<file path="config.mk">
export PLATFORM = sky130hd
export DESIGN_NAME = profile_grid_interpolator
export DESIGN_NICKNAME = d
export VERILOG_FILES = /design/src/hw/rtl/pgi_pkg.sv /design/src/hw/rtl/pgi_div.sv /design/src/hw/rtl/profile_grid_interpolator.sv
export VERILOG_INCLUDE_DIRS = /design/src /design/src/hw/rtl
export SDC_FILE = /design/constraint.sdc
export NUM_CORES = 2
export LEC_CHECK = 0
export ABC_CLOCK_PERIOD_IN_PS = 9300
export BUFFER_PORTS_ARGS = -buffer_cell sky130_fd_sc_hd__buf_2
export CAP_MARGIN = 20
export CORE_UTILIZATION = 35
export DETAILED_ROUTE_END_ITERATION = 10
export PLACE_DENSITY = 0.58
export SETUP_SLACK_MARGIN = 0.5
export SYNTH_ARGS = -nofsm -noshare
export SYNTH_HDL_FRONTEND = slang
export SYNTH_SLANG_ARGS = --single-unit
</file>
<file path="constraint.sdc">
create_clock -name clk -period 9.3 [get_ports clk]
set_clock_uncertainty 0.1 [all_clocks]
set_input_delay 0.93 -clock clk [delete_from_list [all_inputs] [get_ports clk]]
set_output_delay 0.93 -clock clk [all_outputs]
set_load 0.02 [all_outputs]
</file>
<file path="src/hw/rtl/profile_grid_interpolator_defines.svh">
// Assertion macros for the profile grid interpolator.
// Expects clk and rst_n in the scope of the module that uses them.
`ifndef PROFILE_GRID_INTERPOLATOR_DEFINES_SVH
`define PROFILE_GRID_INTERPOLATOR_DEFINES_SVH

// same-cycle implication
`define PGI_ASSERT_NOW(label, ante, cons, msg) \
    label: assert property (@(posedge clk) disable iff (!rst_n) (ante) |-> (cons)) \
        else $error(msg);

// next-cycle implication
`define PGI_ASSERT_NEXT(label, ante, cons, msg) \
    label: assert property (@(posedge clk) disable iff (!rst_n) (ante) |=> (cons)) \
        else $error(msg);

`endif

</file>
<file path="src/hw/rtl/pgi_pkg.sv">
// Shared types and constants of the profile grid interpolator.
// No dependencies; imported by pgi_div and profile_grid_interpolator.
`timescale 1ns / 1ps

package pgi_pkg;

    localparam int MAX_POINTS = 64;
    localparam int MAX_GRID   = 4096;
    localparam int PTR_W      = $clog2(MAX_POINTS);
    localparam int CNT_W      = PTR_W + 1;
    localparam int GRID_W     = 12;
    localparam int DEPTH_W    = 24;
    localparam int INV_W      = 24;
    localparam int VAL_W      = 32;
    localparam int PROD_W     = DEPTH_W + INV_W;
    localparam int RND_SHIFT  = 28;
    localparam int LD_CNT_W   = $clog2(DEPTH_W);
    localparam int DIV_W      = VAL_W + 1;
    localparam int DIV_CNT_W  = $clog2(DIV_W + 1);
    localparam int CFG_IDX_W  = 1;
    localparam int CFG_DATA_W = 24;

    localparam logic [GRID_W-1:0] EFF_MAX       = GRID_W'(MAX_GRID - 2);
    localparam logic [GRID_W-1:0] GRID_STEPS_RST = GRID_W'(1022);
    localparam logic [INV_W-1:0]  INV_SPACING_RST = INV_W'(1048576);

    localparam logic [CFG_IDX_W-1:0] CFG_GRID_STEPS  = 1'b0;
    localparam logic [CFG_IDX_W-1:0] CFG_INV_SPACING = 1'b1;

    typedef enum logic [3:0] {
        ST_IDLE,
        ST_LD_MUL,
        ST_LD_WR,
        ST_EM_CHK,
        ST_SC_RD,
        ST_SC_CMP,
        ST_DIV,
        ST_MUL,
        ST_EM_OUT
    } state_t;

    typedef struct packed {
        logic busy;
        logic done;
    } div_stat_t;

endpackage

</file>
<file path="src/hw/rtl/pgi_div.sv">
// Bit-serial restoring divider: unsigned dividend by unsigned grid span.
// Depends on pgi_pkg; one quotient bit per cycle.
`timescale 1ns / 1ps

module pgi_div
    import pgi_pkg::*;
(
    input  logic              clk,
    input  logic              rst_n,
    input  logic              start,
    input  logic [DIV_W-1:0]  dividend,
    input  logic [GRID_W-1:0] divisor,
    output logic [DIV_W-1:0]  quotient,
    output div_stat_t         stat
);

    logic [GRID_W-1:0]    rem_reg, rem_next;
    logic [DIV_W-1:0]     quo_reg, quo_next;
    logic [GRID_W-1:0]    dvs_reg, dvs_next;
    logic [DIV_CNT_W-1:0] cnt_reg, cnt_next;
    logic                 busy_reg, busy_next;
    logic                 done_reg, done_next;
    logic [GRID_W:0]      trial;
    logic                 ge;

    assign trial = {rem_reg, quo_reg[DIV_W-1]};
    assign ge    = trial >= {1'b0, dvs_reg};

    always_comb
    begin
        rem_next  = rem_reg;
        quo_next  = quo_reg;
        dvs_next  = dvs_reg;
        cnt_next  = cnt_reg;
        busy_next = busy_reg;
        done_next = 1'b0;
        if (start)
        begin
            rem_next  = '0;
            quo_next  = dividend;
            dvs_next  = divisor;
            cnt_next  = '0;
            busy_next = 1'b1;
        end
        else if (busy_reg)
        begin
            rem_next = ge ? GRID_W'(trial - {1'b0, dvs_reg}) : trial[GRID_W-1:0];
            quo_next = {quo_reg[DIV_W-2:0], ge};
            cnt_next = cnt_reg + 1'b1;
            if (cnt_reg == DIV_CNT_W'(DIV_W - 1))
            begin
                busy_next = 1'b0;
                done_next = 1'b1;
            end
        end
    end

    always_ff @(posedge clk or negedge rst_n)
    begin
        if (!rst_n)
        begin
            busy_reg <= 1'b0;
            done_reg <= 1'b0;
            cnt_reg  <= '0;
        end
        else
        begin
            busy_reg <= busy_next;
            done_reg <= done_next;
            cnt_reg  <= cnt_next;
        end
    end

    always_ff @(posedge clk)
    begin
        rem_reg <= rem_next;
        quo_reg <= quo_next;
        dvs_reg <= dvs_next;
    end

    assign quotient  = quo_reg;
    assign stat.busy = busy_reg;
    assign stat.done = done_reg;

endmodule

</file>
<file path="src/hw/rtl/profile_grid_interpolator.sv">
// Top level of the profile grid interpolator: breakpoint table, cursor, serial datapath.
// Depends on pgi_pkg, pgi_div and profile_grid_interpolator_defines.svh.
//
//   channel  direction  handshake            payload
//   in       sink       in_valid / in_stall  func, depth, point_value, first_point
//   out      source     out_valid/out_stall  grid_index, sample_value, last_sample, table_empty
//   cfg      sink       cfg_valid/cfg_ready  cfg_index, cfg_data
//
// One item at a time. A load runs the bit-serial index multiplier, then writes the table.
// An emit inside the current segment goes from the check straight to output; entering a new
// segment costs a table scan, a read and compare per breakpoint, then the divider and multiplier.
// Reset clears count, cursor and the control registers; the table needs no clearing pass.
// A stalled result holds in the output register; the next item is taken meanwhile.
`timescale 1ns / 1ps
`include "profile_grid_interpolator_defines.svh"

module profile_grid_interpolator
    import pgi_pkg::*;
(
    input  logic                     clk,
    input  logic                     rst_n,
    input  logic                     in_valid,
    output logic                     in_stall,
    input  logic                     func,
    input  logic [DEPTH_W-1:0]       depth,
    input  logic signed [VAL_W-1:0]  point_value,
    input  logic                     first_point,
    output logic                     out_valid,
    input  logic                     out_stall,
    output logic [GRID_W-1:0]        grid_index,
    output logic signed [VAL_W-1:0]  sample_value,
    output logic                     last_sample,
    output logic                     table_empty,
    input  logic                     cfg_valid,
    output logic                     cfg_ready,
    input  logic [CFG_IDX_W-1:0]     cfg_index,
    input  logic [CFG_DATA_W-1:0]    cfg_data
);

    state_t state_reg, state_next;

    logic [GRID_W-1:0]   gs_reg;
    logic [INV_W-1:0]    inv_reg;
    logic [CNT_W-1:0]    count_reg;
    logic [GRID_W-1:0]   cursor_reg;
    logic [GRID_W-1:0]   last_idx_reg;
    logic                cache_valid_reg;
    logic [GRID_W:0]     cache_hi_reg;
    logic [VAL_W-1:0]    cache_step_reg;
    logic [VAL_W-1:0]    cache_acc_reg;
    logic [PTR_W-1:0]    scan_ptr_reg;
    logic [GRID_W-1:0]   prev_idx_reg;
    logic [VAL_W-1:0]    prev_val_reg;
    logic                neg_reg;
    logic [LD_CNT_W-1:0] ld_cnt_reg;
    logic [PROD_W-1:0]   prod_reg;
    logic [VAL_W-1:0]    ld_val_reg;
    logic [GRID_W-1:0]   mul_k_reg;
    logic [VAL_W-1:0]    mul_m_reg;
    logic [VAL_W-1:0]    res_val_reg;
    logic                res_empty_reg;
    logic                out_valid_reg;
    logic [GRID_W-1:0]   out_idx_reg;
    logic [VAL_W-1:0]    out_val_reg;
    logic                out_last_reg;
    logic                out_empty_reg;

    logic [GRID_W-1:0]   mem_idx [MAX_POINTS];
    logic [VAL_W-1:0]    mem_val [MAX_POINTS];
    logic [GRID_W-1:0]   rd_idx_reg;
    logic [VAL_W-1:0]    rd_val_reg;

    logic                in_accept;
    logic                out_load;
    logic                div_start;
    logic                load_drop;
    logic                hit;
    logic                found;
    logic                at_end;
    logic [GRID_W-1:0]   eff;
    logic [GRID_W:0]     eff_plus1;
    logic [INV_W:0]      mul_sum;
    logic [PROD_W-RND_SHIFT:0] rnd;
    logic [GRID_W-1:0]   idx_clamp;
    logic [GRID_W-1:0]   idx_final;
    logic [DIV_W-1:0]    diff;
    logic [DIV_W-1:0]    diff_mag;
    logic [DIV_W-1:0]    quotient;
    logic [VAL_W-1:0]    step_val;
    logic                emit_last;
    div_stat_t           div_stat;

    assign eff       = (gs_reg > EFF_MAX) ? EFF_MAX : gs_reg;
    assign eff_plus1 = {1'b0, eff} + 1'b1;
    assign load_drop = (first_point ? CNT_W'(0) : count_reg) >= CNT_W'(MAX_POINTS);
    assign hit       = cache_valid_reg && ({1'b0, cursor_reg} < cache_hi_reg);
    assign found     = rd_idx_reg > cursor_reg;
    assign at_end    = ({1'b0, scan_ptr_reg} + 1'b1) == count_reg;
    assign emit_last = {1'b0, cursor_reg} >= eff_plus1;

    assign mul_sum   = {1'b0, prod_reg[PROD_W-1:DEPTH_W]}
                     + (prod_reg[0] ? {1'b0, inv_reg} : '0);
    assign rnd       = {1'b0, prod_reg[PROD_W-1:RND_SHIFT]}
                     + (PROD_W - RND_SHIFT + 1)'(prod_reg[RND_SHIFT-1]);
    assign idx_clamp = (rnd > (PROD_W - RND_SHIFT + 1)'(eff)) ? eff : rnd[GRID_W-1:0];
    assign idx_final = (idx_clamp < last_idx_reg) ? last_idx_reg : idx_clamp;

    assign diff      = {rd_val_reg[VAL_W-1], rd_val_reg} - {prev_val_reg[VAL_W-1], prev_val_reg};
    assign diff_mag  = diff[DIV_W-1] ? DIV_W'(-diff) : diff;
    assign step_val  = neg_reg ? VAL_W'(-quotient[VAL_W-1:0]) : quotient[VAL_W-1:0];

    pgi_div u_div
    (
        .clk      (clk),
        .rst_n    (rst_n),
        .start    (div_start),
        .dividend (diff_mag),
        .divisor  (GRID_W'(rd_idx_reg - prev_idx_reg)),
        .quotient (quotient),
        .stat     (div_stat)
    );

    always_comb
    begin
        state_next = state_reg;
        case (state_reg)
            ST_IDLE:
                if (in_valid)
                begin
                    if (func)
                        state_next = ST_EM_CHK;
                    else if (!load_drop)
                        state_next = ST_LD_MUL;
                end
            ST_LD_MUL:
                if (ld_cnt_reg == LD_CNT_W'(DEPTH_W - 1))
                    state_next = ST_LD_WR;
            ST_LD_WR:
                state_next = ST_IDLE;
            ST_EM_CHK:
                state_next = (count_reg == '0 || hit) ? ST_EM_OUT : ST_SC_RD;
            ST_SC_RD:
                state_next = ST_SC_CMP;
            ST_SC_CMP:
                if (found)
                    state_next = (scan_ptr_reg == '0) ? ST_EM_OUT : ST_DIV;
                else
                    state_next = at_end ? ST_EM_OUT : ST_SC_RD;
            ST_DIV:
                if (div_stat.done)
                    state_next = ST_MUL;
            ST_MUL:
                if (mul_k_reg == '0)
                    state_next = ST_EM_OUT;
            ST_EM_OUT:
                if (!out_valid_reg || !out_stall)
                    state_next = ST_IDLE;
            default:
                state_next = ST_IDLE;
        endcase
    end

    always_comb
    begin
        in_stall  = 1'b1;
        in_accept = 1'b0;
        div_start = 1'b0;
        out_load  = 1'b0;
        case (state_reg)
            ST_IDLE:
            begin
                in_stall  = 1'b0;
                in_accept = in_valid;
            end
            ST_SC_CMP:
                div_start = found && (scan_ptr_reg != '0);
            ST_EM_OUT:
                out_load  = !out_valid_reg || !out_stall;
            default:
            begin
                in_stall  = 1'b1;
                in_accept = 1'b0;
            end
        endcase
    end

    assign cfg_ready = 1'b1;

    // control state
    always_ff @(posedge clk or negedge rst_n)
    begin
        if (!rst_n)
        begin
            state_reg       <= ST_IDLE;
            gs_reg          <= GRID_STEPS_RST;
            inv_reg         <= INV_SPACING_RST;
            count_reg       <= '0;
            cursor_reg      <= '0;
            last_idx_reg    <= '0;
            cache_valid_reg <= 1'b0;
            out_valid_reg   <= 1'b0;
        end
        else
        begin
            state_reg <= state_next;
            if (cfg_valid)
            begin
                case (cfg_index)
                    CFG_GRID_STEPS:  gs_reg  <= cfg_data[GRID_W-1:0];
                    CFG_INV_SPACING: inv_reg <= cfg_data[INV_W-1:0];
                    default:         gs_reg  <= gs_reg;
                endcase
            end
            if (in_accept && !func)
            begin
                cache_valid_reg <= 1'b0;
                if (first_point)
                begin
                    count_reg    <= '0;
                    cursor_reg   <= '0;
                    last_idx_reg <= '0;
                end
            end
            if (state_reg == ST_LD_WR)
            begin
                count_reg    <= count_reg + 1'b1;
                last_idx_reg <= idx_final;
            end
            if (out_load)
            begin
                out_valid_reg <= 1'b1;
                if (!res_empty_reg)
                begin
                    // advance the cursor; drop the cached segment on wrap
                    cursor_reg      <= emit_last ? '0 : cursor_reg + 1'b1;
                    cache_valid_reg <= !emit_last;
                end
            end
            else if (!out_stall)
                out_valid_reg <= 1'b0;
        end
    end

    // datapath
    always_ff @(posedge clk)
    begin
        if (in_accept)
        begin
            prod_reg   <= {{INV_W{1'b0}}, depth};
            ld_val_reg <= point_value;
            ld_cnt_reg <= '0;
        end
        if (state_reg == ST_LD_MUL)
        begin
            prod_reg   <= {mul_sum, prod_reg[DEPTH_W-1:1]};
            ld_cnt_reg <= ld_cnt_reg + 1'b1;
        end
        if (state_reg == ST_EM_CHK)
        begin
            res_empty_reg <= count_reg == '0;
            res_val_reg   <= (count_reg == '0) ? '0 : cache_acc_reg;
            scan_ptr_reg  <= '0;
        end
        if (state_reg == ST_SC_CMP)
        begin
            if (found && scan_ptr_reg == '0)
            begin
                // before the first breakpoint: hold its value
                cache_hi_reg   <= {1'b0, rd_idx_reg};
                cache_step_reg <= '0;
                res_val_reg    <= rd_val_reg;
            end
            else if (found)
            begin
                cache_hi_reg <= {1'b0, rd_idx_reg};
                neg_reg      <= diff[DIV_W-1];
            end
            else
            begin
                prev_idx_reg <= rd_idx_reg;
                prev_val_reg <= rd_val_reg;
                scan_ptr_reg <= scan_ptr_reg + 1'b1;
                if (at_end)
                begin
                    // past the last breakpoint: hold the last value
                    cache_hi_reg   <= (GRID_W + 1)'(1) << GRID_W;
                    cache_step_reg <= '0;
                    res_val_reg    <= rd_val_reg;
                end
            end
        end
        if (state_reg == ST_DIV && div_stat.done)
        begin
            cache_step_reg <= step_val;
            mul_m_reg      <= step_val;
            mul_k_reg      <= cursor_reg - prev_idx_reg;
            res_val_reg    <= prev_val_reg;
        end
        if (state_reg == ST_MUL && mul_k_reg != '0)
        begin
            if (mul_k_reg[0])
                res_val_reg <= res_val_reg + mul_m_reg;
            mul_m_reg <= {mul_m_reg[VAL_W-2:0], 1'b0};
            mul_k_reg <= {1'b0, mul_k_reg[GRID_W-1:1]};
        end
        if (out_load)
        begin
            out_idx_reg   <= res_empty_reg ? '0 : cursor_reg;
            out_val_reg   <= res_val_reg;
            out_last_reg  <= !res_empty_reg && emit_last;
            out_empty_reg <= res_empty_reg;
            if (!res_empty_reg)
                cache_acc_reg <= res_val_reg + cache_step_reg;
        end
    end

    // breakpoint table
    always_ff @(posedge clk)
    begin
        if (state_reg == ST_LD_WR)
        begin
            mem_idx[count_reg[PTR_W-1:0]] <= idx_final;
            mem_val[count_reg[PTR_W-1:0]] <= ld_val_reg;
        end
        rd_idx_reg <= mem_idx[scan_ptr_reg];
        rd_val_reg <= mem_val[scan_ptr_reg];
    end

    assign out_valid    = out_valid_reg;
    assign grid_index   = out_idx_reg;
    assign sample_value = out_val_reg;
    assign last_sample  = out_last_reg;
    assign table_empty  = out_empty_reg;

    `PGI_ASSERT_NOW(a_count_bound, 1'b1, count_reg <= CNT_W'(MAX_POINTS), "breakpoint count overflow")
    `PGI_ASSERT_NOW(a_div_done_state, div_stat.done, state_reg == ST_DIV, "divider finished outside DIV")
    `PGI_ASSERT_NEXT(a_emit_dispatch, state_reg == ST_IDLE && in_valid && func, state_reg == ST_EM_CHK, "emit beat not dispatched")
    `PGI_ASSERT_NOW(a_empty_result, out_valid && table_empty, sample_value == '0 && !last_sample && grid_index == '0, "empty result carries data")

endmodule
</file>
**After elaboration in Yosys (flattened, before gate mapping)**

Memory sizes are Yosys's and may differ from the RTL's. A register that Yosys moved wholly into a read port is not among the register bits.
Index checks and enable logic that the tools add are counted.
W data, S select, Z words.

- Flip-flop bits (word level): 474
- Memory bits (writable): 2,816
- Word-level logic and storage cells: 203
- Memories kept: 2

Memory list:

| name | words | bits a word | rd ports | clocked after memory_dff | write ports | line | RTL |
|---|---|---|---|---|---|---|---|
| mem_val | 64 | 32 | 1 | 1 | 1 | profile_grid_interpolator.sv:69 | `logic [VAL_W-1:0] mem_val [MAX_POINTS];` |
| mem_idx | 64 | 12 | 1 | 1 | 1 | profile_grid_interpolator.sv:68 | `logic [GRID_W-1:0] mem_idx [MAX_POINTS];` |

- Add/subtract/negate cells: 17
- Magnitude comparators: 8
- Equality and inequality tests: 19
- Multiplexer cells: 80
- Bitwise gates (word level): 4
- Reduce and logical (&&, ||, !) cells: 38

Operator list:

| cell | count |
|---|---|
| $mux W32 | 17 |
| $mux W12 | 14 |
| $mux W33 | 3 |
| $mux W48 | 2 |
| $add A32 B32 Y32 | 2 |
| $mux W4 | 11 |
| $mux W6 | 6 |
| $sub A12 B12 Y12 | 3 |
| $neg A33 Y33 | 1 |
| $sub A32 B32 Y33 | 1 |
| $neg A32 Y32 | 1 |
| $pmux W4 S8 | 1 |
| $add A24 B24 Y25 | 1 |
| $mux W24 | 1 |
| $mux W11 | 2 |
| $add A20 B1 Y21 | 1 |
| $gt A21 B12 Y1 | 1 |
| $mux W7 | 3 |
| $mux W1 | 17 |
| $eq A4 B3 Y1 const B | 4 |
| $add A12 B1 Y13 const B | 1 |
| $ge A12 B13 Y1 | 1 |
| $ge A13 B12 Y1 | 1 |
| $lt A12 B13 Y1 | 1 |
| other kinds (37) | 70 |

**Longest topological paths before layout**

- Depth in word-level cells: 10
- Depth in mapped cells: 28
- Gate-level depth less buffers: 25

**By module**

From an unflattened synthesis, not the netlist that was laid out.

- Cell total of the unflattened synthesis: 7,773
- Area total of the unflattened synthesis: 137,375.5 µm²

Modules (own cells, without submodules):

| module | times used | cells an instance | area an instance (µm²) | sequential area each (µm²) |
|---|---|---|---|---|
| profile_grid_interpolator | 1 | 7,512 | 134,091.1 | 96,970.5 |
| pgi_div | 1 | 261 | 3,284.4 | 1,791.7 |

**Worst setup path before layout**

No wires, ideal clock.

- Path kind: reg2reg
- Start point: register prod_reg[30]
- End point: memory mem_idx[0][11], data pin
- Arrival time: 6.763 ns
- Required time: 8.498 ns
- Setup slack: 1.735 ns
- Cell stages (with the launch flop): 26
- Path buffers: 2
- Path through: edfxtp_1 -> and4_1 -> nand4_1 -> nor2_1 -> nand3_1 -> xnor2_1 -> ha_1 -> nand3_1 -> nor4_1 -> a21oi_1 -> nand2_1 -> nand4_1 -> clkbuf_1 -> a21oi_1 -> ha_1 -> a21o_1 -> a21oi_1 -> nor2b_1 -> o21ai_0 -> nand2b_1 -> a21oi_1 -> nor2b_1 -> o21ai_0 -> nand3_1 -> clkbuf_1 -> o21ai_0

- Longest elaborated chain between the ends: 5

RTL lines:

| element | line | RTL |
|---|---|---|
| start, declared | profile_grid_interpolator.sv:56 | `logic [PROD_W-1:0] prod_reg;` |
| start signal, assigned | profile_grid_interpolator.sv:249 | `prod_reg <= {{INV_W{1'b0}}, depth};` |
| start signal, assigned | profile_grid_interpolator.sv:255 | `prod_reg <= {mul_sum, prod_reg[DEPTH_W-1:1]};` |
| $add A20 B1 Y21 (*) | profile_grid_interpolator.sv:104 | `+ (PROD_W - RND_SHIFT + 1)'(prod_reg[RND_SHIFT-1]);` |
| $gt A21 B12 Y1 | profile_grid_interpolator.sv:105 | `assign idx_clamp = (rnd > (PROD_W - RND_SHIFT + 1)'(eff)) ? eff : rnd[GRID_W-1:0];` |
| $mux W12 (*) | profile_grid_interpolator.sv:105 |  |
| $lt A12 B12 Y1 | profile_grid_interpolator.sv:106 | `assign idx_final = (idx_clamp < last_idx_reg) ? last_idx_reg : idx_clamp;` |
| $mux W12 (*) | profile_grid_interpolator.sv:106 |  |
| named net idx_final[11] | profile_grid_interpolator.sv:85 | `logic [GRID_W-1:0] idx_final;` |
| end, declared | profile_grid_interpolator.sv:68 |  |

Mark *: on every way through the listed nets, which the timed path passes. The rest lies on a longest branch.

**Worst setup path in the final report**

- Start point: register prod_reg[30]
- End point: memory mem_idx[44][3], data pin

Same word-level chain as after synthesis.

==> summary by stage <==
Logic synthesis
The synthesized instance count is a little over 7,000. Synthesis produced a netlist with a net count of 7,404. The dominant cell type by area after synthesis is edfxtp_1.

A synthesized cell averages about 19 um2. The cell area after synthesis is 0.136 mm2. In this run the biggest area consumer among cell types represents a little under 70% of the synthesized area. Counting flops with a built-in enable in the synthesized netlist gives around 3,200. Summing the sequential cell areas from Yosys gives between 70% and 80% of the chip area. The synthesized netlist contains about 90 unique library cells. By area the synthesized netlist is led by edfxtp_1 (69%), mux4_2 (15%), ha_1 (2.0%), dfxtp_1 (1.4%), dfrtp_1 (1.3%). Synthesis inferred ~3,300 register bits. Sorting the synthesized cells by how often they occur yields edfxtp_1 (3,157), mux4_2 (905), nand2_1 (334). The async set-or-reset flop fraction in the synthesized netlist is 2.43%. The prevailing post-synth register cell is edfxtp_1. The dominant cell by count in the synthesized netlist is edfxtp_1.

Yosys printed 0 warnings.

Global routing
The maximum number of pins on one net before global-route repair is 91. The via count of the first global-routing pass is 71,500. The number of antenna violations at the first check in global routing is 23.

The aggregate global routing overflow is 0. The first global-routing pass estimated 532 mm of wire. Global routing used 18.9% of the available tracks across all layers.

Final layout
In the final layout, the share of cells above drive strength 1 is 24.7%. The number of flip-flops in the largest register is 2,048. After the last flow step, the layout net total stands at 7,789.

The summed area of non-filler cells in the final layout is 0.156 mm2. The area growth from synthesis to layout is 14.5%. The filler cell count is 34,200.

Routing
The count of nets left with antenna violations after detail routing is 0. The number of DRC violations after detailed-routing iteration 0 is 7,929. For this block, the via count after detailed routing is 71,200. The average wire per standard cell is 29.1 um. Dividing the detail-routed via count by the number of cells gives 5.50. The aggregate routed wire length is 376 mm. The post-route DRC violation count is 0. The first detailed-routing pass ran for 6 iterations.

STA
The number of setup violations in the final report is 0. The final-report max-slew violation count is 0. The transition time of the tightest slew-check pin is 1.21 ns. The clock period minus final worst setup slack is 6.62 ns. The post-route worst setup slack is between 2 and 3 ns.

The post-route setup TNS is 0 ns. Derived from the worst setup path, the maximum achievable clock frequency is 151 MHz. The number of hold violations in the final report was 0. The post-route clock period utilization is 71.2%. The worst-case headroom to the max-slew limit is 18.9%. Setup repair after global routing left no endpoint under its margin.

Worst setup path
The number of buffers and inverters on the critical path is 3. The category of the worst setup path capture point is a register. The most numerous cell type found on the critical path is a21oi_1. For this run, the slowest stage of the critical path takes 0.65 ns.

The worst setup path is launched from a register. The classification of the worst setup path is register to register. Data on the critical path arrives at its endpoint at 7.25 ns.

Along the worst path, the maximum fanout reaches 35. In this run the worst setup path begins at prod_reg[30]. Grouping stages by cell kind, the critical path spends the most delay in simple AND/OR/NAND/NOR gates.

The startpoint of the worst-slack reg-to-reg timing path is prod_reg[30]. The worst reg-to-reg setup slack is ~2.7 ns. The slowest stage of the critical path is the o21ai_4 cell.

The data required time of the worst path is between 9 and 10 ns.

Power
The total power density per cell area is 295 mW/mm2. The overall power after layout is 46.2 mW. Summed over all cells, the static leakage comes to 50.3 nW. The worst supply voltage drop on vdd is 0.188 mV.

Placement
Before CTS, the worst setup slack after placement is 2.74 ns. The number of buffers added on ports is 135. The post-place instance area is around 0.14 mm2. The last weighted congestion value of the routability-driven placer is 0.833. The placed wire-length estimate after detailed placement is 211 mm.

Floorplanning
The chip height is 626 um. The placeable core area is 0.387 mm2. 137 I/O pins were placed.

The die covers 0.392 mm2. The row count is 228. The die width is roughly 630 um.

The effective utilization at floorplan is 35.3%.

Clock tree
The sink count of the clock tree is between 3,000 and 4,000. The root buffer cell is clkbuf_16. In this run, post-CTS hold repair placed 16 buffers. The clock-pin slew reported for the worst setup and hold paths after clock tree synthesis is 0.07 ns.

The CTS tree is built. The clock passes through at most 4 buffers. The setup fix buffers added after clock tree synthesis is 0.

The number of buffers created by CTS is around 360. The insertion delay to the later sink of the worst-skew pair is ~0.95 ns. The number of levels in the clock H-tree is 5. The post-cts resize count is 0.

Run
The max-capacitance violation count is 0.

Hold path
The tightest min-delay check is of the input port to register type. The startpoint identified for the worst hold timing path is point_value[25].

Status
The flow ran to the end, and the final reports show no timing, DRC or antenna violations.
[layout make-up]
class	count	area [um2]	area share, %
inverter	192	721	0.461
clock buffer	455	9660	6.18
multi-input combinational	3230	36400	23.3
timing repair buffer	351	2470	1.58
tap	5175	6470	4.14
sequential	3334	98800	63.2
antenna	5	12.5	0.00801
clock inverter	199	1770	1.13
[cell families after synthesis]
kind of cell	Yosys count	synth area share (%)
compound gates	760	3.61
xor+xnor	211	1.35
fa+ha+maj	230	2.15
buf+inv	522	1.44
flops	3334	72.4
mux	976	15.5
other cells	1	0.00275
simple gates	1052	3.57
[per-layer routing]
layer	track usage (%)	up-vias	routed length, um
met4	4.24	4	8550
met1	25.9	38100	154000
li1	-	29700	-
met5	0	-	23
met2	31.5	2916	182000
met3	3.48	536	31200
[layout by cell type, fill, tap and decap left out, types with 13 or more instances in the layout]
master | Yosys | final
o31ai_1 | 27 | 27
o211ai_1 | 46 | 46
nor2_4 | 0 | 65
nor4_1 | 14 | 14
inv_1 | 191 | 188
xor2_1 | 100 | 100
dfrtp_1 | 71 | 71
nand2_1 | 334 | 329
mux4_2 | 905 | 905
a21o_1 | 113 | 113
nand3_1 | 122 | 121
o21a_1 | 32 | 32
nand4_1 | 23 | 23
clkinv_1 | 1 | 78
nand2b_1 | 32 | 31
dlygate4sd3_1 | 0 | 16
and2_1 | 48 | 49
a211oi_1 | 27 | 27
o41ai_1 | 13 | 13
mux2_2 | 41 | 41
xnor2_1 | 111 | 111
ha_1 | 223 | 223
clkinv_2 | 0 | 65
dfxtp_1 | 96 | 90
buf_2 | 3 | 135
o21ai_0 | 195 | 185
nor2b_1 | 31 | 31
clkbuf_16 | 0 | 368
a31oi_1 | 44 | 44
mux2i_1 | 30 | 30
nor3_1 | 46 | 45
nor2_1 | 303 | 238
clkbuf_1 | 232 | 75
bufinv_16 | 0 | 23
buf_4 | 1 | 189
and3_1 | 35 | 35
edfxtp_1 | 3157 | 3157
a21oi_1 | 158 | 156
[worst paths after layout]
kind,to,depth (start not counted)
max in group asynchronous,u_div.cnt_reg[1],3
hold / removal,ld_val_reg[25],1
min in group asynchronous,inv_reg[16],2
setup reg to reg,mem_idx[44][3],26
hold reg to reg,mul_k_reg[11],2
setup / recovery,mem_idx[44][3],26
[report_power, final]
part           internal [mW]  leakage [nW]  switching [mW]
clock network           8.00          5.59            5.95
registers               18.6          30.3            1.08
logic                   5.38          14.4            7.15
[stage by stage]
stage	utilization (%)	hold slack [ns]	cells
floorplan	-	0.308	7086
global placement	37.4	0.360	12300
detailed placement	37.4	0.366	12300
CTS	40.4	0.000397	12900
global route	40.4	0.0235	12900
finish	40.4	0.0684	12900
(Power assumes the default switching activity.)
